[src/design/json_string_unescape_assert.svh]
// Assertion macros shared by the unescaper modules.
// Define ASSERT_OFF to compile them out.
`ifndef JSON_STRING_UNESCAPE_ASSERT_SVH
`define JSON_STRING_UNESCAPE_ASSERT_SVH

`ifndef ASSERT_OFF
`define JSU_ASSERT(lbl, clk, rstn, prop) \
  lbl: assert property (@(posedge clk) disable iff (!rstn) (prop)) \
    else $error("assertion failed");
`define JSU_ASSERT_MSG(lbl, clk, rstn, prop, msg) \
  lbl: assert property (@(posedge clk) disable iff (!rstn) (prop)) \
    else $error(msg);
`else
`define JSU_ASSERT(lbl, clk, rstn, prop)
`define JSU_ASSERT_MSG(lbl, clk, rstn, prop, msg)
`endif

`endif

[src/design/jsu_pkg.sv]
`timescale 1ns / 1ps
package jsu_pkg;

  typedef enum logic [1:0] {
    MODE_NORMAL = 2'd0,
    MODE_ESC    = 2'd1,
    MODE_HEX    = 2'd2
  } mode_t;

  localparam logic [7:0] CH_BSLASH = 8'h5C;
  localparam logic [7:0] CH_U      = 8'h75;
  localparam logic [7:0] CH_N      = 8'h6E;
  localparam logic [7:0] CH_T      = 8'h74;
  localparam logic [7:0] CH_R      = 8'h72;
  localparam logic [7:0] CH_QUOTE  = 8'h22;
  localparam logic [7:0] CH_SLASH  = 8'h2F;
  localparam logic [7:0] CH_B      = 8'h62;
  localparam logic [7:0] CH_F      = 8'h66;

  localparam logic [7:0]  UTF8_LEAD2 = 8'hC0;
  localparam logic [7:0]  UTF8_LEAD3 = 8'hE0;
  localparam logic [7:0]  UTF8_CONT  = 8'h80;
  localparam logic [15:0] CP_ONE_MAX = 16'h0080;
  localparam logic [15:0] CP_TWO_MAX = 16'h0800;

  localparam int unsigned MAX_BYTES = 4;

  // Up to four result bytes produced by one input byte.
  typedef struct packed {
    logic [MAX_BYTES-1:0][7:0] b;
    logic [2:0]                n;
  } bseq_t;

  // Queue entry: the byte group of one input byte plus its end flag.
  typedef struct packed {
    bseq_t seq;
    logic  last;
  } grp_t;

  typedef struct packed {
    logic       known;
    logic [7:0] val;
  } esc_t;

  // Nibble value, bit 4 set for a byte that is not a hex digit.
  function automatic logic [4:0] hex_val(input logic [7:0] h);
    logic [4:0] v;
    if (h >= 8'h30 && h <= 8'h39)      v = 5'(h - 8'h30);
    else if (h >= 8'h61 && h <= 8'h66) v = 5'(h - 8'h57);
    else if (h >= 8'h41 && h <= 8'h46) v = 5'(h - 8'h37);
    else                               v = 5'h10;
    return v;
  endfunction

  function automatic esc_t esc_map(input logic [7:0] c);
    esc_t e;
    e.known = 1'b1;
    unique case (c)
      CH_N:      e.val = 8'h0A;
      CH_T:      e.val = 8'h09;
      CH_R:      e.val = 8'h0D;
      CH_QUOTE:  e.val = CH_QUOTE;
      CH_BSLASH: e.val = CH_BSLASH;
      CH_SLASH:  e.val = CH_SLASH;
      CH_B:      e.val = 8'h08;
      CH_F:      e.val = 8'h0C;
      default: begin
        e.known = 1'b0;
        e.val   = c;
      end
    endcase
    return e;
  endfunction

  // Append a byte, drop it once four are held.
  function automatic bseq_t seq_push(input bseq_t s, input logic [7:0] x);
    bseq_t r;
    r = s;
    if (s.n < 3'(MAX_BYTES)) begin
      r.b[s.n[1:0]] = x;
      r.n = s.n + 3'd1;
    end
    return r;
  endfunction

  function automatic bseq_t utf8_enc(input logic [15:0] cp);
    bseq_t r;
    r = '0;
    if (cp < CP_ONE_MAX) begin
      r.b[0] = cp[7:0];
      r.n    = 3'd1;
    end else if (cp < CP_TWO_MAX) begin
      r.b[0] = UTF8_LEAD2 | {3'b000, cp[10:6]};
      r.b[1] = UTF8_CONT | {2'b00, cp[5:0]};
      r.n    = 3'd2;
    end else begin
      r.b[0] = UTF8_LEAD3 | {4'b0000, cp[15:12]};
      r.b[1] = UTF8_CONT | {2'b00, cp[11:6]};
      r.b[2] = UTF8_CONT | {2'b00, cp[5:0]};
      r.n    = 3'd3;
    end
    return r;
  endfunction

endpackage

[src/design/jsu_fifo.sv]
`timescale 1ns / 1ps
`include "json_string_unescape_assert.svh"
module jsu_fifo #(
  parameter int DEPTH = 2
) (
  input  logic          clk,
  input  logic          rst_n,
  input  logic          push,
  input  jsu_pkg::grp_t push_data,
  output logic          full,
  input  logic          pop,
  output jsu_pkg::grp_t head,
  output logic          empty
);
  import jsu_pkg::*;

  localparam int PW = (DEPTH > 1) ? $clog2(DEPTH) : 1;
  localparam int CW = $clog2(DEPTH + 1);

  grp_t          mem_r [DEPTH];
  logic [PW-1:0] wr_ptr_r, wr_ptr_nxt;
  logic [PW-1:0] rd_ptr_r, rd_ptr_nxt;
  logic [CW-1:0] cnt_r, cnt_nxt;

  assign full  = (cnt_r == CW'(DEPTH));
  assign empty = (cnt_r == '0);
  assign head  = mem_r[rd_ptr_r];

  always_comb begin
    wr_ptr_nxt = wr_ptr_r;
    rd_ptr_nxt = rd_ptr_r;
    cnt_nxt    = cnt_r;
    if (push) begin
      wr_ptr_nxt = (wr_ptr_r == PW'(DEPTH - 1)) ? '0 : wr_ptr_r + 1'b1;
    end
    if (pop) begin
      rd_ptr_nxt = (rd_ptr_r == PW'(DEPTH - 1)) ? '0 : rd_ptr_r + 1'b1;
    end
    if (push && !pop)      cnt_nxt = cnt_r + 1'b1;
    else if (pop && !push) cnt_nxt = cnt_r - 1'b1;
  end

  always_ff @(posedge clk) begin
    if (!rst_n) begin
      wr_ptr_r <= '0;
      rd_ptr_r <= '0;
      cnt_r    <= '0;
    end else begin
      wr_ptr_r <= wr_ptr_nxt;
      rd_ptr_r <= rd_ptr_nxt;
      cnt_r    <= cnt_nxt;
    end
  end

  always_ff @(posedge clk) begin
    if (push) mem_r[wr_ptr_r] <= push_data;
  end

  `JSU_ASSERT_MSG(a_no_overflow, clk, rst_n, push |-> !full, "queue overflow")
  `JSU_ASSERT_MSG(a_no_underflow, clk, rst_n, pop |-> !empty, "queue underflow")

endmodule

[src/design/jsu_front.sv]
`timescale 1ns / 1ps
module jsu_front (
  input  logic          clk,
  input  logic          rst_n,
  input  logic          in_valid,
  output logic          in_stall,
  input  logic [7:0]    in_byte,
  input  logic          in_last,
  input  logic          q_full,
  output logic          q_push,
  output jsu_pkg::grp_t q_data
);
  import jsu_pkg::*;

  mode_t            mode_r, mode_nxt;
  logic [1:0]       hcnt_r, hcnt_nxt;
  logic [2:0][7:0]  held_r, held_nxt;
  logic             accept;
  grp_t             grp;
  esc_t             esc;
  logic [4:0]       nib0, nib1, nib2, nib3;
  logic             bad_hex;
  logic [15:0]      cp;

  // Replay the held digit bytes as plain input once the string ends
  // inside a \u escape. Three bytes nest at most one more \u.
  function automatic bseq_t replay_held(input logic [2:0][7:0] h, input logic [1:0] n);
    bseq_t           acc;
    logic [2:0][7:0] src;
    logic [2:0][7:0] nh;
    logic [1:0]      sn;
    logic [1:0]      c;
    mode_t           m;
    esc_t            e;
    logic [7:0]      x;
    acc = '0;
    src = h;
    nh  = h;
    sn  = n;
    c   = 2'd0;
    m   = MODE_HEX;
    for (int r = 0; r < 2; r++) begin
      if (m == MODE_HEX) begin
        acc = seq_push(acc, CH_U);
        m   = MODE_NORMAL;
        c   = 2'd0;
        for (int k = 0; k < 3; k++) begin
          if (2'(k) < sn) begin
            x = src[k];
            e = esc_map(x);
            unique case (m)
              MODE_ESC: begin
                m = MODE_NORMAL;
                if (x == CH_U) begin
                  m = MODE_HEX;
                  c = 2'd0;
                end else if (e.known) begin
                  acc = seq_push(acc, e.val);
                end else begin
                  acc = seq_push(acc, CH_BSLASH);
                  acc = seq_push(acc, x);
                end
              end
              MODE_HEX: begin
                if (c != 2'd3) begin
                  nh[c] = x;
                  c     = c + 2'd1;
                end
              end
              default: begin
                if (x == CH_BSLASH) m = MODE_ESC;
                else                acc = seq_push(acc, x);
              end
            endcase
          end
        end
        src = nh;
        sn  = c;
      end
    end
    return acc;
  endfunction

  assign in_stall = q_full;
  assign accept   = in_valid && !q_full;

  assign nib0    = hex_val(held_r[0]);
  assign nib1    = hex_val(held_r[1]);
  assign nib2    = hex_val(held_r[2]);
  assign nib3    = hex_val(in_byte);
  assign bad_hex = nib0[4] | nib1[4] | nib2[4] | nib3[4];
  assign cp      = bad_hex ? 16'h0000 : {nib0[3:0], nib1[3:0], nib2[3:0], nib3[3:0]};
  assign esc     = esc_map(in_byte);

  always_comb begin
    grp      = '0;
    grp.last = in_last;
    mode_nxt = mode_r;
    hcnt_nxt = hcnt_r;
    held_nxt = held_r;
    unique case (mode_r)
      MODE_ESC: begin
        mode_nxt = MODE_NORMAL;
        if (in_byte == CH_U) begin
          mode_nxt = MODE_HEX;
          hcnt_nxt = 2'd0;
        end else if (esc.known) begin
          grp.seq = seq_push(grp.seq, esc.val);
        end else begin
          grp.seq = seq_push(grp.seq, CH_BSLASH);
          grp.seq = seq_push(grp.seq, in_byte);
        end
      end
      MODE_HEX: begin
        if (hcnt_r != 2'd3) begin
          held_nxt[hcnt_r] = in_byte;
          hcnt_nxt         = hcnt_r + 2'd1;
        end else begin
          grp.seq  = utf8_enc(cp);
          mode_nxt = MODE_NORMAL;
          hcnt_nxt = 2'd0;
        end
      end
      default: begin
        mode_nxt = MODE_NORMAL;
        if (in_byte == CH_BSLASH) mode_nxt = MODE_ESC;
        else                      grp.seq  = seq_push(grp.seq, in_byte);
      end
    endcase
    if (in_last) begin
      // an open \u emits nothing on this byte, so the replay starts empty
      if (mode_nxt == MODE_HEX) grp.seq = replay_held(held_nxt, hcnt_nxt);
      mode_nxt = MODE_NORMAL;
      hcnt_nxt = 2'd0;
    end
  end

  // drop groups without bytes unless they close the string
  assign q_push = accept && ((grp.seq.n != 3'd0) || grp.last);
  assign q_data = grp;

  always_ff @(posedge clk) begin
    if (!rst_n) begin
      mode_r <= MODE_NORMAL;
      hcnt_r <= 2'd0;
    end else if (accept) begin
      mode_r <= mode_nxt;
      hcnt_r <= hcnt_nxt;
    end
  end

  always_ff @(posedge clk) begin
    if (accept) held_r <= held_nxt;
  end

endmodule

[src/design/jsu_back.sv]
`timescale 1ns / 1ps
`include "json_string_unescape_assert.svh"
module jsu_back (
  input  logic          clk,
  input  logic          rst_n,
  input  jsu_pkg::grp_t q_head,
  input  logic          q_empty,
  output logic          q_pop,
  output logic          out_valid,
  input  logic          out_stall,
  output logic [7:0]    out_byte,
  output logic          out_byte_valid,
  output logic          out_last
);
  import jsu_pkg::*;

  logic [1:0] idx_r, idx_nxt;
  logic       out_valid_r, out_valid_nxt;
  logic [7:0] out_byte_r;
  logic       out_bv_r;
  logic       out_last_r;
  logic       load;
  logic [2:0] nitems;
  logic       final_item;
  logic       marker;

  assign marker     = (q_head.seq.n == 3'd0);
  assign nitems     = marker ? 3'd1 : q_head.seq.n;
  assign final_item = (({1'b0, idx_r} + 3'd1) == nitems);
  assign load       = !q_empty && (!out_valid_r || !out_stall);
  assign q_pop      = load && final_item;

  always_comb begin
    idx_nxt       = idx_r;
    out_valid_nxt = out_valid_r && out_stall;
    if (load) begin
      out_valid_nxt = 1'b1;
      idx_nxt       = final_item ? 2'd0 : idx_r + 2'd1;
    end
  end

  always_ff @(posedge clk) begin
    if (!rst_n) begin
      idx_r       <= 2'd0;
      out_valid_r <= 1'b0;
    end else begin
      idx_r       <= idx_nxt;
      out_valid_r <= out_valid_nxt;
    end
  end

  always_ff @(posedge clk) begin
    if (load) begin
      out_byte_r <= marker ? 8'h00 : q_head.seq.b[idx_r];
      out_bv_r   <= !marker;
      out_last_r <= q_head.last && final_item;
    end
  end

  assign out_valid      = out_valid_r;
  assign out_byte       = out_byte_r;
  assign out_byte_valid = out_bv_r;
  assign out_last       = out_last_r;

  `JSU_ASSERT(a_idx_needs_head, clk, rst_n, (idx_r != 2'd0) |-> !q_empty)
  `JSU_ASSERT(a_marker_is_last, clk, rst_n, (out_valid_r && !out_bv_r) |-> out_last_r)

endmodule

[src/design/json_string_unescape.sv]
`timescale 1ns / 1ps
// JSON string body unescaper.
// Input channel (in_valid / in_stall): one raw byte of the escaped string
// per transfer, in_last on the final byte of the string.
// Output channel (out_valid / out_stall): one unescaped byte per transfer,
// UTF-8 for \u code points. out_last marks the final result of a string;
// a string end that yields no byte gives one transfer with
// out_byte_valid low and out_byte zero.
// The front stage decodes escapes and writes the up to four bytes of each
// input byte as one entry into a small queue; the back stage drains that
// queue one byte per cycle into the output register while out_stall is low.
// Between an input transfer and out_valid lie the queue entry and the output
// register. Throughput: one input byte per cycle while each yields at most
// one output byte and the output is not stalled; the single output port sets
// the rate, so an input that yields several bytes holds the output for one
// transfer per byte and the queue fills.
// Reset (synchronous, rst_n low) returns to normal byte mode and empties
// the queue. A stalled output holds its byte; input stalls only when the
// queue is full.
module json_string_unescape #(
  parameter int QUEUE_DEPTH = 2
) (
  input  logic       clk,
  input  logic       rst_n,
  input  logic       in_valid,
  output logic       in_stall,
  input  logic [7:0] in_byte,
  input  logic       in_last,
  output logic       out_valid,
  input  logic       out_stall,
  output logic [7:0] out_byte,
  output logic       out_byte_valid,
  output logic       out_last
);
  import jsu_pkg::*;

  grp_t q_in;
  grp_t q_head;
  logic q_push;
  logic q_pop;
  logic q_full;
  logic q_empty;

  jsu_front u_front (
    .clk      (clk),
    .rst_n    (rst_n),
    .in_valid (in_valid),
    .in_stall (in_stall),
    .in_byte  (in_byte),
    .in_last  (in_last),
    .q_full   (q_full),
    .q_push   (q_push),
    .q_data   (q_in)
  );

  jsu_fifo #(
    .DEPTH (QUEUE_DEPTH)
  ) u_fifo (
    .clk       (clk),
    .rst_n     (rst_n),
    .push      (q_push),
    .push_data (q_in),
    .full      (q_full),
    .pop       (q_pop),
    .head      (q_head),
    .empty     (q_empty)
  );

  jsu_back u_back (
    .clk            (clk),
    .rst_n          (rst_n),
    .q_head         (q_head),
    .q_empty        (q_empty),
    .q_pop          (q_pop),
    .out_valid      (out_valid),
    .out_stall      (out_stall),
    .out_byte       (out_byte),
    .out_byte_valid (out_byte_valid),
    .out_last       (out_last)
  );

endmodule

[config.mk]
export PLATFORM = sky130hd
export DESIGN_NAME = json_string_unescape
export DESIGN_NICKNAME = d
export VERILOG_FILES = /design/src/design/jsu_pkg.sv /design/src/design/jsu_fifo.sv /design/src/design/jsu_front.sv /design/src/design/jsu_back.sv /design/src/design/json_string_unescape.sv
export VERILOG_INCLUDE_DIRS = /design/src /design/src/design
export SDC_FILE = /design/constraint.sdc
export NUM_CORES = 1
export LEC_CHECK = 0
export ABC_AREA = 1
export CORE_MARGIN = 2
export CORE_UTILIZATION = 50
export DETAILED_ROUTE_END_ITERATION = 10
export DONT_BUFFER_PORTS = 1
export GPL_TIMING_DRIVEN = 0
export PLACE_DENSITY_LB_ADDON = 0.05
export SLEW_MARGIN = 30
export SYNTH_ARGS = -nofsm -noshare
export SYNTH_HDL_FRONTEND = slang
export SYNTH_SLANG_ARGS = --single-unit
[constraint.sdc]
create_clock -name clk -period 7.84 [get_ports clk]
set_input_delay 0.392 -clock clk [delete_from_list [all_inputs] [get_ports clk]]
set_output_delay 0.392 -clock clk [all_outputs]
set_load 0.005 [all_outputs]
=== Word level (Yosys, flattened, before mapping) ===
Memories as Yosys holds them, arrays and structs flattened. A register that Yosys moved wholly into a read port is not among the register bits.
Cells that the tools add are included.

* Output and inout bits: 12
* Word-level logic and storage cells: 521
* Register bits after elaboration: 45
* Bits in writable memories: 72
* Input bits: 13
* Memories: 1

{| class="wikitable"
|+ Memories
! name !! words !! width !! read ports !! clocked after Yosys merged registers in !! wr ports !! line !! RTL
|-
| u_fifo.mem_r || 2 || 36 || 1 || 1 || 1 || jsu_fifo.sv:20 || <nowiki>grp_t mem_r [DEPTH];</nowiki>
|}

* Mux-type cells: 269
* Bitwise operators: 18
* Reductions and logical operators: 52
* Magnitude comparators: 73
* $add $sub $neg: 32
* Eq/ne operators: 63

{| class="wikitable"
|+ Operators with widths
! cell !! number
|-
| two-way mux 35 bit || 86
|-
| bitwise mux 32 bit || 15
|-
| one-hot mux 35 bit (2 select lines) || 5
|-
| one-hot mux 8 bit (8 select lines) || 5
|-
| equality test 8 x 7 -> 1 bit, second input constant || 37
|-
| two-way mux 8 bit || 34
|-
| demux 8 bit (select 2 bit) || 14
|-
| two-way mux 24 bit || 7
|-
| equality test 8 x 6 -> 1 bit, second input constant || 10
|-
| two-way mux 2 bit || 40
|-
| two-way mux 11 bit || 7
|-
| bitwise AND 16 bit || 4
|-
| greater-or-equal comparator 8 x 7 -> 1 bit, second input constant || 8
|-
| <= comparator 8 x 7 -> 1 bit, second input constant || 8
|-
| NOT 16 bit || 4
|-
| bitwise OR 16 bit || 4
|-
| two-way mux 5 bit || 12
|-
| subtractor 5 bit, second input constant || 12
|-
| bitwise mux 24 bit || 2
|-
| less-than comparator 2 x 3 -> 1 bit, second input constant || 15
|-
| OR reduction 8 bit || 5
|-
| adder 3 x 1 -> 3 bit, second input constant || 12
|-
| less-than comparator 3 bit, second input constant || 12
|-
| logical AND 1 bit || 34
|-
| other kinds (32) || 115
|}

=== Longest topological paths before layout ===
Gate-level depths: netlist of run 1.

* Word-level depth: 148
* Depth in mapped cells: 42
* Mapped depth without buffers: 39

=== By module ===
Synthesis of run 1 repeated with hierarchy kept, for this count alone.

* Cells, all modules: 1,567
* Area, all modules: 11,015.6 um2

{| class="wikitable"
|+ Modules (own cells, without submodules)
! module !! seq. area each (um2) !! cells an instance !! times used !! area each (um2)
|-
| jsu_front || 800.8 || 1,304 || 1 || 7,188.1
|-
| jsu_fifo || 2,262.2 || 147 || 1 || 2,979.1
|-
| jsu_back || 360.3 || 116 || 1 || 848.3
|}

=== Worst setup path before layout of run 1 ===
No wires, ideal clock.

* Path type: input to register
* Start point: in in_byte[1]
* End point: mem u_fifo.mem_r[0][0] (netlist bit), enable pin
* Cell stages on the path: 33
* Path buffers: 3
* Data required time: 7.411 ns
* Slack: 1.793 ns
* Arrival time: 5.617 ns
* Setup time: 0.429 ns
* Cell sequence: buf_2 > inv_1 > ha_1 > inv_1 > nor2_1 > nand2_2 > nand2_4 > nand2_1 > nand2_1 > nand2_4 > nor2_1 > nor2_2 > inv_1 > a21oi_1 > ha_1 > clkbuf_1 > inv_1 > clkbuf_1 > o21ai_0 > nand2_1 > o211ai_1 > nand3_1 > o21ai_2 > ha_1 > inv_1 > nand2_4 > nor2_8 > nand3_1 > nand3_1 > nand2_1 > nand3_2 > nand2_1 > nor2_1

* Word-level cells in the longest chain between the ends: 93
* Elaborated cells between the ends (all ways): 287
* Those cells by class: 14 x add/sub; 26 x order compare; 58 x eq/ne; 176 x mux; 1 x bitwise; 12 x reduce/logical

{| class="wikitable"
|+ Ends and longest elaborated chain
! element !! line !! RTL
|-
| start: declaration || json_string_unescape.sv:27 || <nowiki>input logic [7:0] in_byte,</nowiki>
|-
| branches (longest 87 deep; another with adder 3 x 1 -> 3 bit) || n/a ||
|-
| two-way mux 35 bit * || jsu_front.sv:130 || <nowiki>if (in_last) begin</nowiki>
|-
| nonzero test 3 bit * || jsu_front.sv:139 || <nowiki>assign q_push = accept && ((grp.seq.n != 3'd0) || grp.last);</nowiki>
|-
| logical OR 1 bit * || jsu_front.sv:139 ||
|-
| logical AND 1 bit * || jsu_front.sv:139 ||
|-
| two-way mux 1 bit * || jsu_fifo.sv:56 || <nowiki>if (push) mem_r[wr_ptr_r] <= push_data;</nowiki>
|-
| two-way mux 1 bit (not written as such) * || jsu_fifo.sv:56 ||
|-
| end: declaration || jsu_fifo.sv:20 ||
|}

Mark *: on every way between the ends. The select of a mux whose other input is x is not followed.

==> flow_metrics.env, run 1 <==
export IMPL_cts_buffers=17
export IMPL_finish_utilization_pct=55.23
export IMPL_setup_viol=0
export IMPL_htreeDepth=4
export IMPL_die_h_microns=146.2
export IMPL_fin_crit_sh_pct=88.00
export IMPL_finalSetupTns_ns=0
export IMPL_grt_util_met2_pct=55.00
export IMPL_post_route_min_period_ns=6.899
export IMPL_worstSetupEndpointType="flop"
export IMPL_ant_nets=0
export IMPL_finalMaxSlewViolations=0
export IMPL_holdBufCountCts=0
export IMPL_synthCells=1430
export IMPL_yosys_area_share_simple_pct=29.85
export IMPL_worst_pin_slew_ns=0.8328
export IMPL_layout_commonest_cell="nand2_1"
export IMPL_p_leak_nw=4.470
export IMPL_io_pins=25
export IMPL_die_area_sq_um=21380
export IMPL_num_fill_cells=2011
export IMPL_track_usage_pct=33.86
export IMPL_grt_antenna_before_repair=0
export IMPL_dpl_hpwl_microns=27670
export IMPL_grt_use_met3_pct=5.656
export IMPL_die_w_microns=146.2
export IMPL_grt_overflow_total=0
export IMPL_ff_latch_area_sq_um=3423
export IMPL_path_clk_slew_ns=0.06
export IMPL_cap_viol_max_count=0
export IMPL_antenna_cells=0
export IMPL_clock_root_buffer="clkbuf_16"
export IMPL_synth_top_family_by_area="simple AND/OR/NAND/NOR gates"
export IMPL_synth_seq_cells=118
export IMPL_tritoncts="done"
export IMPL_syn_num_nets=1484
export IMPL_cts_setup_buffers=0
export IMPL_ys_types=58
export IMPL_routed_via_count=10353
export IMPL_area_growth_pct=9.414
export IMPL_drc=0
export IMPL_yosys_warnings=0
export IMPL_total_power_mw=2.297
export IMPL_synth_edf_count=106
export IMPL_outcome="completed"
export IMPL_crit_type="flop to flop"
export IMPL_ys_seq_area_share_pct=33.84
export IMPL_worstSkewPairLatency_ns=0.42
export IMPL_stdcell_area_sq_um=11070
export IMPL_drive_gt1_share_pct=9.159
export IMPL_crit_arrival_ns=7.05
export IMPL_clockBufferDepth=2
export IMPL_crit_family="simple AND/OR/NAND/NOR gates"
export IMPL_synthXorXnorAreaFrac_pct=1.212
export IMPL_synth_compound_area_share_pct=21.52
export IMPL_multi_input_area_sq_um=5869
export IMPL_drtIter0Drc=1079
export IMPL_p_per_area_nw_per_um2=207.6
export IMPL_grt_max_degree=37
export IMPL_wirelength_microns=36090
export IMPL_muxShareOfSynthArea_pct=0.2969
export IMPL_grt_pass1_wl_microns=55570
export IMPL_fmax_mhz=144.9
export IMPL_avgSynthCellArea_sq_um=7.073
export IMPL_cts_sinks=118
export IMPL_slew_headroom_pct=43.90
export IMPL_fp_row_count=52
export IMPL_ys_dominant_reg_cell="edfxtp_1"
export IMPL_slowest_stage="a221oi_1"
export IMPL_finalHoldViolations=0
export IMPL_synth_fa_ha_area_share_pct=5.072
export IMPL_critPathMaxStageDelay_ns=0.48
export IMPL_hold_class="primary input to flop"
export IMPL_routedWlPerCell_microns=20.83
export IMPL_peakVddDrop_uv=128.8
export IMPL_mostFrequentLayoutCells="nand2_1 (332), nor2_1 (176), o21ai_0 (144)"
export IMPL_initial_core_util_pct=50.47
export IMPL_rsz0062_at_grt="no"
export IMPL_drtPass1Iterations=5
export IMPL_worst_setup_path_start_kind="flop"
export IMPL_gp_congestion=1.034
export IMPL_core_area_sq_um=20040
export IMPL_syn_area_sq_um=10110
export IMPL_async_reset_ff_share_pct=0
export IMPL_busiest_layer="met2"
export IMPL_worst_ep_required_time_ns=8.00
export IMPL_cts_resized=0
export IMPL_path_buf_inv=8
export IMPL_port_buffers=0
export IMPL_viasPerCell=5.974
export IMPL_fin_worst_skew_ns=0.01373
export IMPL_grt_pass1_vias=9609
export IMPL_met1_usage_pct=45.91
export IMPL_worstPathMaxFanout=9
export IMPL_placed_area_sq_um=10490
export IMPL_nets=1504
==> cells by family after synthesis <==
kind of cell             Yosys count
AND/OR/NAND/NOR                  686
AO/OA/AOI/OAI                    359
buffers and inverters            209
flip-flops                       118
adder cells (fa/ha/maj)           41
XOR/XNOR                          14
multiplexers                       3
==> area by class of cell <==
| cell class | instances | share of cell area [%] |
|---|---|---|
| repair buffers | 1 | 0.2487 |
| flip-flops and latches | 118 | 30.93 |
| plain buffers | 49 | 2.024 |
| clock buffers | 23 | 4.715 |
| multi-input cells | 1103 | 53.04 |
| well taps | 270 | 3.053 |
| inverters | 160 | 5.472 |
| clock inverters | 9 | 0.5201 |
==> stage by stage <==
stage	cells	setup WS, ns	hold slack (ns)
final	1733	0.9407	0.07691
after CTS	1733	1.096	0.05772
after global routing	1733	0.3755	0.05802
after global placement	1700	-0.4939	0.4845
after floorplan	1430	1.793	0.4613
after detailed placement	1701	0.9607	0.4823
==> layer usage <==
| metal | wire [microns] | vias to the layer above | share of wire, % |
|---|---|---|---|
| li1 | - | 4959 | - |
| met1 | 15390 | 4848 | 43 |
| met3 | 2804 | 72 | 7.8 |
| met5 | 0 | - | 0 |
| met2 | 16750 | 474 | 46 |
| met4 | 1149 | 0 | 3.2 |
==> state kept, by name, summed over array words and instances (netlist names), named ones only <==
name                   cells
u_back.idx_r               2
u_back.out_last            1
u_front.hcnt_r             2
u_front.mode_r             2
u_front.held_r            24
u_back.out_byte            8
u_fifo.wr_ptr_r            1
u_back.out_byte_valid      1
u_fifo.rd_ptr_r            1
u_fifo.mem_r              72
u_fifo.cnt_r               2
u_back.out_valid           1
==> cell usage after synthesis (all sizes together) (2+ instances only) <==
library cell    n  area, sq um
o311ai          2        17.52
a21oi          69        367.9
nand4          31        200.2
a31oi          23        143.9
o211ai         19        142.6
a21boi          2        15.01
a32oi           2        17.52
a22oi           6        45.04
inv           158        598.1
nor2          188        770.7
a211oi          5        37.54
and3            3        18.77
o22ai          21        131.4
clkinv          2        7.510
xnor2           2        17.52
buf            20        115.1
clkbuf         29        108.9
o21ai         177        990.9
o21a            2        15.01
mux2i           3        30.03
a221oi          3        26.28
o31ai          13        97.59
xor2           12        105.1
nor4            3        18.77
o2111ai         3        26.28
a21o            2        15.01
nand3          88        467.9
nor3           13        70.07
o221ai          4        35.03
nand2         358         1459
ha             41        513.0
a31o            2        17.52
dfxtp          12        240.2
edfxtp        106         3183
==> power breakdown <==
| part | internal, mW | total (mW) | switching [mW] |
|---|---|---|---|
| sequential | 0.842 | 0.897 | 0.0554 |
| combinational | 0.179 | 0.627 | 0.448 |
| clock | 0.471 | 0.773 | 0.302 |
| total | 1.49 | 2.30 | 0.805 |
==> worst paths after layout <==
path,startpoint,cells after the start,slack (ns),end
worst max register to register,u_front.mode_r[1],31,0.94,u_fifo.mem_r[0][32]
worst max-delay path,u_front.mode_r[1],31,0.94,u_fifo.mem_r[0][32]
worst min register to register,u_back.idx_r[1],2,0.49,u_back.idx_r[1]
worst min-delay path,in_last,0,0.08,u_fifo.mem_r[0][0]
No activity file was read; power rests on OpenSTA's default activity.
==> inputs of run 2 (changes only) <==
- BUFFER_PORTS_ARGS: not set -> -buffer_cell sky130_fd_sc_hd__buf_2
- DONT_BUFFER_PORTS: 1 -> not set
==> run 2 against run 1 <==
Net effect:
- die area unchanged
- global-route usage rose by 0.10 points
- setup slack got worse by 0.028 ns
- via count is 0.48% higher
- core utilization increased by 0.87 points
- register-to-register slack got worse by 0.03 ns
- wire length decreased by 0.43%
- worst hold slack improved by 0.15 ns
- final cell count up 1.3%
- clock power rose by 7.6%
- critical endpoint is now u_fifo.mem_r[1][32]
- largest cell class unchanged
- highest routed layer unchanged
==> flow_metrics.env, run 2 (synthesis gave the netlist of run 1 again) <==
export IMPL_viasPerCell=5.928
export IMPL_largest_register_ffs=72
export IMPL_crit_type="flop to flop"
export IMPL_cts_setup_buffers=0
export IMPL_grt_overflow_total=0
export IMPL_critPathMaxStageDelay_ns=0.53
export IMPL_routed_via_count=10403
export IMPL_dpl_hpwl_microns=27680
export IMPL_finalMaxSlewViolations=0
export IMPL_fp_row_count=52
export IMPL_slowest_stage="a221oi_1"
export IMPL_hold_class="primary input to flop"
export IMPL_crit_arrival_ns=7.06
export IMPL_grt_pass1_wl_microns=56060
export IMPL_fmax_mhz=144.4
export IMPL_holdBufCountCts=0
export IMPL_antenna_cells=0
export IMPL_timing_rr_start="u_front.hcnt_r[0]"
export IMPL_fin_crit_sh_pct=88.36
export IMPL_grt_antenna_before_repair=0
export IMPL_tritoncts="done"
export IMPL_clock_root_buffer="clkbuf_16"
export IMPL_wirelength_microns=35940
export IMPL_finalHoldViolations=0
export IMPL_worstPathMaxFanout=9
export IMPL_die_w_microns=146.2
export IMPL_mostFrequentLayoutCells="nand2_1 (332), nor2_1 (176), o21ai_0 (144)"
export IMPL_grt_max_degree=37
export IMPL_path_clk_slew_ns=0.06
export IMPL_pre_cts_slack_ns=0.7871
export IMPL_nets=1526
export IMPL_area_growth_pct=11.13
export IMPL_ant_nets=0
export IMPL_initial_core_util_pct=50.47
export IMPL_cap_viol_max_count=0
export IMPL_setup_viol=0
export IMPL_worstSetupEndpointType="flop"
export IMPL_drive_gt1_share_pct=10.57
export IMPL_r2r_end="u_fifo.mem_r[1][32]"
export IMPL_worstSkewPairLatency_ns=0.42
export IMPL_die_area_sq_um=21380
export IMPL_crit_cells=29
export IMPL_path_buf_inv=6
export IMPL_outcome="completed"
export IMPL_startpoint="u_front.hcnt_r[0]"
export IMPL_die_h_microns=146.2
export IMPL_cts_sinks=118
export IMPL_holdPathStages=3
export IMPL_peakVddDrop_uv=141.4
export IMPL_routedWlPerCell_microns=20.48
export IMPL_post_route_min_period_ns=6.927
export IMPL_drtIter0Drc=1196
export IMPL_drc=0
export IMPL_p_leak_nw=4.578
export IMPL_worst_pin_slew_ns=0.7638
export IMPL_slew_headroom_pct=49.00
export IMPL_core_area_sq_um=20040
export IMPL_worst_r2r_path_depth=29
export IMPL_rrSetupSlack_ns=0.91
export IMPL_crit_family="simple AND/OR/NAND/NOR gates"
export IMPL_stdcell_area_sq_um=11240
export IMPL_clockBufferDepth=2
export IMPL_p_per_area_nw_per_um2=211.7
export IMPL_gp_congestion=1.015
export IMPL_drtPass1Iterations=6
export IMPL_crit_end="u_fifo.mem_r[1][32]"
export IMPL_grt_pass1_vias=9641
export IMPL_top_register="u_fifo.mem_r"
export IMPL_cts_buffers=17
export IMPL_layout_setup_ws_ns=0.9129
export IMPL_htreeDepth=4
export IMPL_fin_worst_skew_ns=0.01167
export IMPL_layout_commonest_cell="nand2_1"
export IMPL_placed_area_sq_um=10600
export IMPL_track_usage_pct=33.97
export IMPL_worst_setup_path_start_kind="flop"
export IMPL_port_buffers=22
export IMPL_rsz0062_at_grt="no"
export IMPL_io_pins=25
export IMPL_worst_ep_required_time_ns=7.97
export IMPL_cts_resized=0
export IMPL_num_fill_cells=1998
==> run 2: tightest hold or removal path, cell delays in order <==
cell	delay, ns
buf_2	0.12
nand2_1	0.06
nor2_1	0.03
==> run 2: worst min path at each step <==
stage                    endpoint             from  slack (ns)
2_1_floorplan     u_back.idx_r[1]  u_back.idx_r[1]        0.46
3_3_place_gp      u_fifo.rd_ptr_r  u_fifo.rd_ptr_r        0.48
3_5_place_dp      u_back.idx_r[1]  u_back.idx_r[1]        0.49
4_1_cts           u_fifo.wr_ptr_r            rst_n        0.22
5_1_grt        u_fifo.mem_r[1][0]          in_last        0.22
6_report          u_fifo.wr_ptr_r            rst_n        0.23
==> run 2: cell type report <==
class | count | area [sq um] | share of cell area (%)
inverter | 160 | 605.6 | 5.387
clock inverter | 9 | 100.1 | 0.8905
sequential | 118 | 3423 | 30.45
tap | 270 | 337.8 | 3.005
timing repair buffer | 23 | 137.6 | 1.224
multi-input combinational | 1103 | 5869 | 52.21
buffer | 49 | 224.0 | 1.992
clock buffer | 23 | 543.0 | 4.831
==> run 2: metrics by stage <==
stage	utilization, %	hold slack [ns]	setup TNS (ns)	cells	power (mW)
6_report	56.09	0.2273	0	1755	2.379
5_1_grt	56.09	0.2246	0	1755	2.512
4_1_cts	56.09	0.2202	0	1755	2.385
3_5_place_dp	52.88	0.4895	0	1723	1.557
3_3_place_gp	52.71	0.4842	-26.53	1722	1.541
2_1_floorplan	-	0.4613	0	1430	1.330
==> run 2: where the power goes <==
| group | internal (mW) | switching [mW] |
|---|---|---|
| Clock | 0.526 | 0.306 |
| Combinational | 0.199 | 0.458 |
| Sequential | 0.841 | 0.0495 |
| Total | 1.57 | 0.813 |
==> run 2: routing by layer <==
layer / part of all wire, % / track usage (%)
met5: 0 / 0
met4: 3.0 / 11.46
met3: 8.0 / 5.188
met2: 46 / 55.75
met1: 42 / 46.12
==> inputs of run 3 (changes only) <==
- RECOVER_POWER: not set -> 100
==> run 3 against run 2 <==
Net effect:
- wire length about the same
- combinational power shrank 0.9%
- clock power is essentially flat
- cell area is 1.2% lower
- largest cell class unchanged
- critical path depth grew 1
- critical endpoint is now u_fifo.mem_r[1][11]
- non-clock buffer count is the same
- first-iteration DRC count up 0.25%
==> flow_metrics.env, run 3 (synthesis gave the netlist of run 1 again) <==
export IMPL_slowest_stage="o21ai_0"
export IMPL_initial_core_util_pct=50.47
export IMPL_num_fill_cells=2015
export IMPL_path_clk_slew_ns=0.06
export IMPL_fin_crit_sh_pct=94.36
export IMPL_cts_sinks=118
export IMPL_drtIter0Drc=1199
export IMPL_fp_row_count=52
export IMPL_layout_setup_ws_ns=0.4418
export IMPL_gp_congestion=1.015
export IMPL_outcome="completed"
export IMPL_worst_pin_slew_ns=1.379
export IMPL_grt_pass1_wl_microns=56060
export IMPL_grt_overflow_total=0
export IMPL_clock_root_buffer="clkbuf_16"
export IMPL_slew_headroom_pct=7.110
export IMPL_clockBufferDepth=2
export IMPL_switching_share_pct=34.20
export IMPL_p_per_area_nw_per_um2=213.6
export IMPL_post_route_min_period_ns=7.398
export IMPL_peakVddDrop_uv=141.1
export IMPL_dpl_hpwl_microns=27680
export IMPL_drc=0
export IMPL_finalNonFillerCells=1755
export IMPL_clkPwrFrac_pct=35.0
export IMPL_worstPathMaxFanout=9
export IMPL_track_usage_pct=33.97
export IMPL_core_area_sq_um=20040
export IMPL_ant_nets=0
export IMPL_holdBufCountCts=0
export IMPL_p_leak_nw=4.478
export IMPL_cts_setup_buffers=0
export IMPL_grt_antenna_before_repair=0
export IMPL_cts_buffers=17
export IMPL_grt_max_degree=37
export IMPL_mostFrequentLayoutCells="nand2_1 (338), nor2_1 (176), o21ai_0 (157)"
export IMPL_io_pins=25
export IMPL_cts_resized=0
export IMPL_drtPass1Iterations=6
export IMPL_routedWlPerCell_microns=20.47
export IMPL_layout_commonest_cell="nand2_1"
export IMPL_wirelength_microns=35920
export IMPL_critPathMaxStageDelay_ns=1.11
export IMPL_viasPerCell=5.930
export IMPL_die_h_microns=146.2
export IMPL_worst_setup_path_start_kind="flop"
export IMPL_setup_viol=0
export IMPL_cap_viol_max_count=0
export IMPL_p_int_mw=1.562
export IMPL_cpMostUsedCell="nand2_1"
export IMPL_drive_gt1_share_pct=8.620
export IMPL_placedCellCount=1723
export IMPL_tritoncts="done"
export IMPL_fmax_mhz=135.2
export IMPL_crit_type="flop to flop"
export IMPL_nets=1526
export IMPL_routed_via_count=10407
export IMPL_port_buffers=22
export IMPL_worst_ep_required_time_ns=8.01
export IMPL_worstSetupEndpointType="flop"
export IMPL_top_register="u_fifo.mem_r"
export IMPL_rsz0062_at_grt="no"
export IMPL_crit_arrival_ns=7.56
export IMPL_antenna_cells=0
export IMPL_p_sw_mw=0.8115
export IMPL_hold_class="primary input to flop"
export IMPL_fin_worst_skew_ns=0.01066
export IMPL_pwr_share_seq_pct=37.6
export IMPL_finalHoldViolations=0
export IMPL_pwr_share_comb_pct=27.4
export IMPL_largest_register_ffs=72
export IMPL_finalMaxSlewViolations=0
export IMPL_die_w_microns=146.2
export IMPL_die_area_sq_um=21380
export IMPL_pre_cts_slack_ns=0.7871
export IMPL_htreeDepth=4
export IMPL_worstSkewPairLatency_ns=0.41
export IMPL_grt_pass1_vias=9641
export IMPL_area_growth_pct=9.822
==> run 3: changes by cell type in the layout (fill, tap and decap cells not counted), sizes merged <==
cell	before	now
clkinv	8	10
buf	43	33
inv	160	157
clkinvlp	0	1
clkbuf	52	62
==> run 3: metrics by stage <==
| step | setup TNS (ns) | hold slack [ns] | utilization (%) | power [mW] | cell area (sq um) |
|---|---|---|---|---|---|
| detailed placement | 0 | 0.4895 | 52.88 | 1.557 | 10600 |
| global route | 0 | 0.2356 | 55.43 | 2.505 | 11110 |
| global placement | -26.53 | 0.4842 | 52.71 | 1.541 | 10560 |
| CTS | 0 | 0.2202 | 56.09 | 2.385 | 11240 |
| floorplan | 0 | 0.4613 | - | 1.330 | 10110 |
| finish | 0 | 0.2288 | 55.43 | 2.373 | 11110 |
==> run 3: path summary, 6_finish.rpt <==
kind                         endpoint         startpoint  slack, ns  cells after the start
setup reg to reg  u_fifo.mem_r[1][11]  u_front.mode_r[1]       0.44                     30
hold reg to reg       u_back.idx_r[1]    u_back.idx_r[1]       0.49                      2
hold / removal        u_fifo.wr_ptr_r              rst_n       0.23                      3
setup / recovery  u_fifo.mem_r[1][11]  u_front.mode_r[1]       0.44                     30
==> run 3: metal layers <==
metal	vias up	GRT usage [%]	part of all wire (%)
li1	5001	-	-
met1	4839	46.12	42
met2	488	55.75	46
met3	79	5.188	8.4
met4	0	11.46	3.3
met5	-	0	0
==> run 3: power by group through the flow <==
stage | clock (mW) | combinational, mW | sequential, mW
finish | 0.831 | 0.651 | 0.891
global route | 0.869 | 0.734 | 0.903
CTS | 0.837 | 0.658 | 0.890
detailed placement | 0 | 0.655 | 0.902
global placement | 0 | 0.637 | 0.904
floorplan | 0 | 0.433 | 0.896
==> run 3: cell type report <==
cell class | instances | area [sq um] | area share (%)
Buffer | 49 | 211.5 | 1.904
Clock buffer | 23 | 543.0 | 4.888
Clock inverter | 9 | 100.1 | 0.9011
Inverter | 160 | 604.3 | 5.440
Multi-Input combinational cell | 1103 | 5758 | 51.84
Sequential cell | 118 | 3423 | 30.82
Tap cell | 270 | 337.8 | 3.041
Timing Repair Buffer | 23 | 130.1 | 1.171
==> run 3: worst max-delay path: cells and delay by family, from the launching register on <==
family          cells  cell delay [ns]
compound gates      4             2.07
flops               1             0.39
simple gates       15             2.25
fa+ha+maj           3             0.70
buf+inv             8             1.74
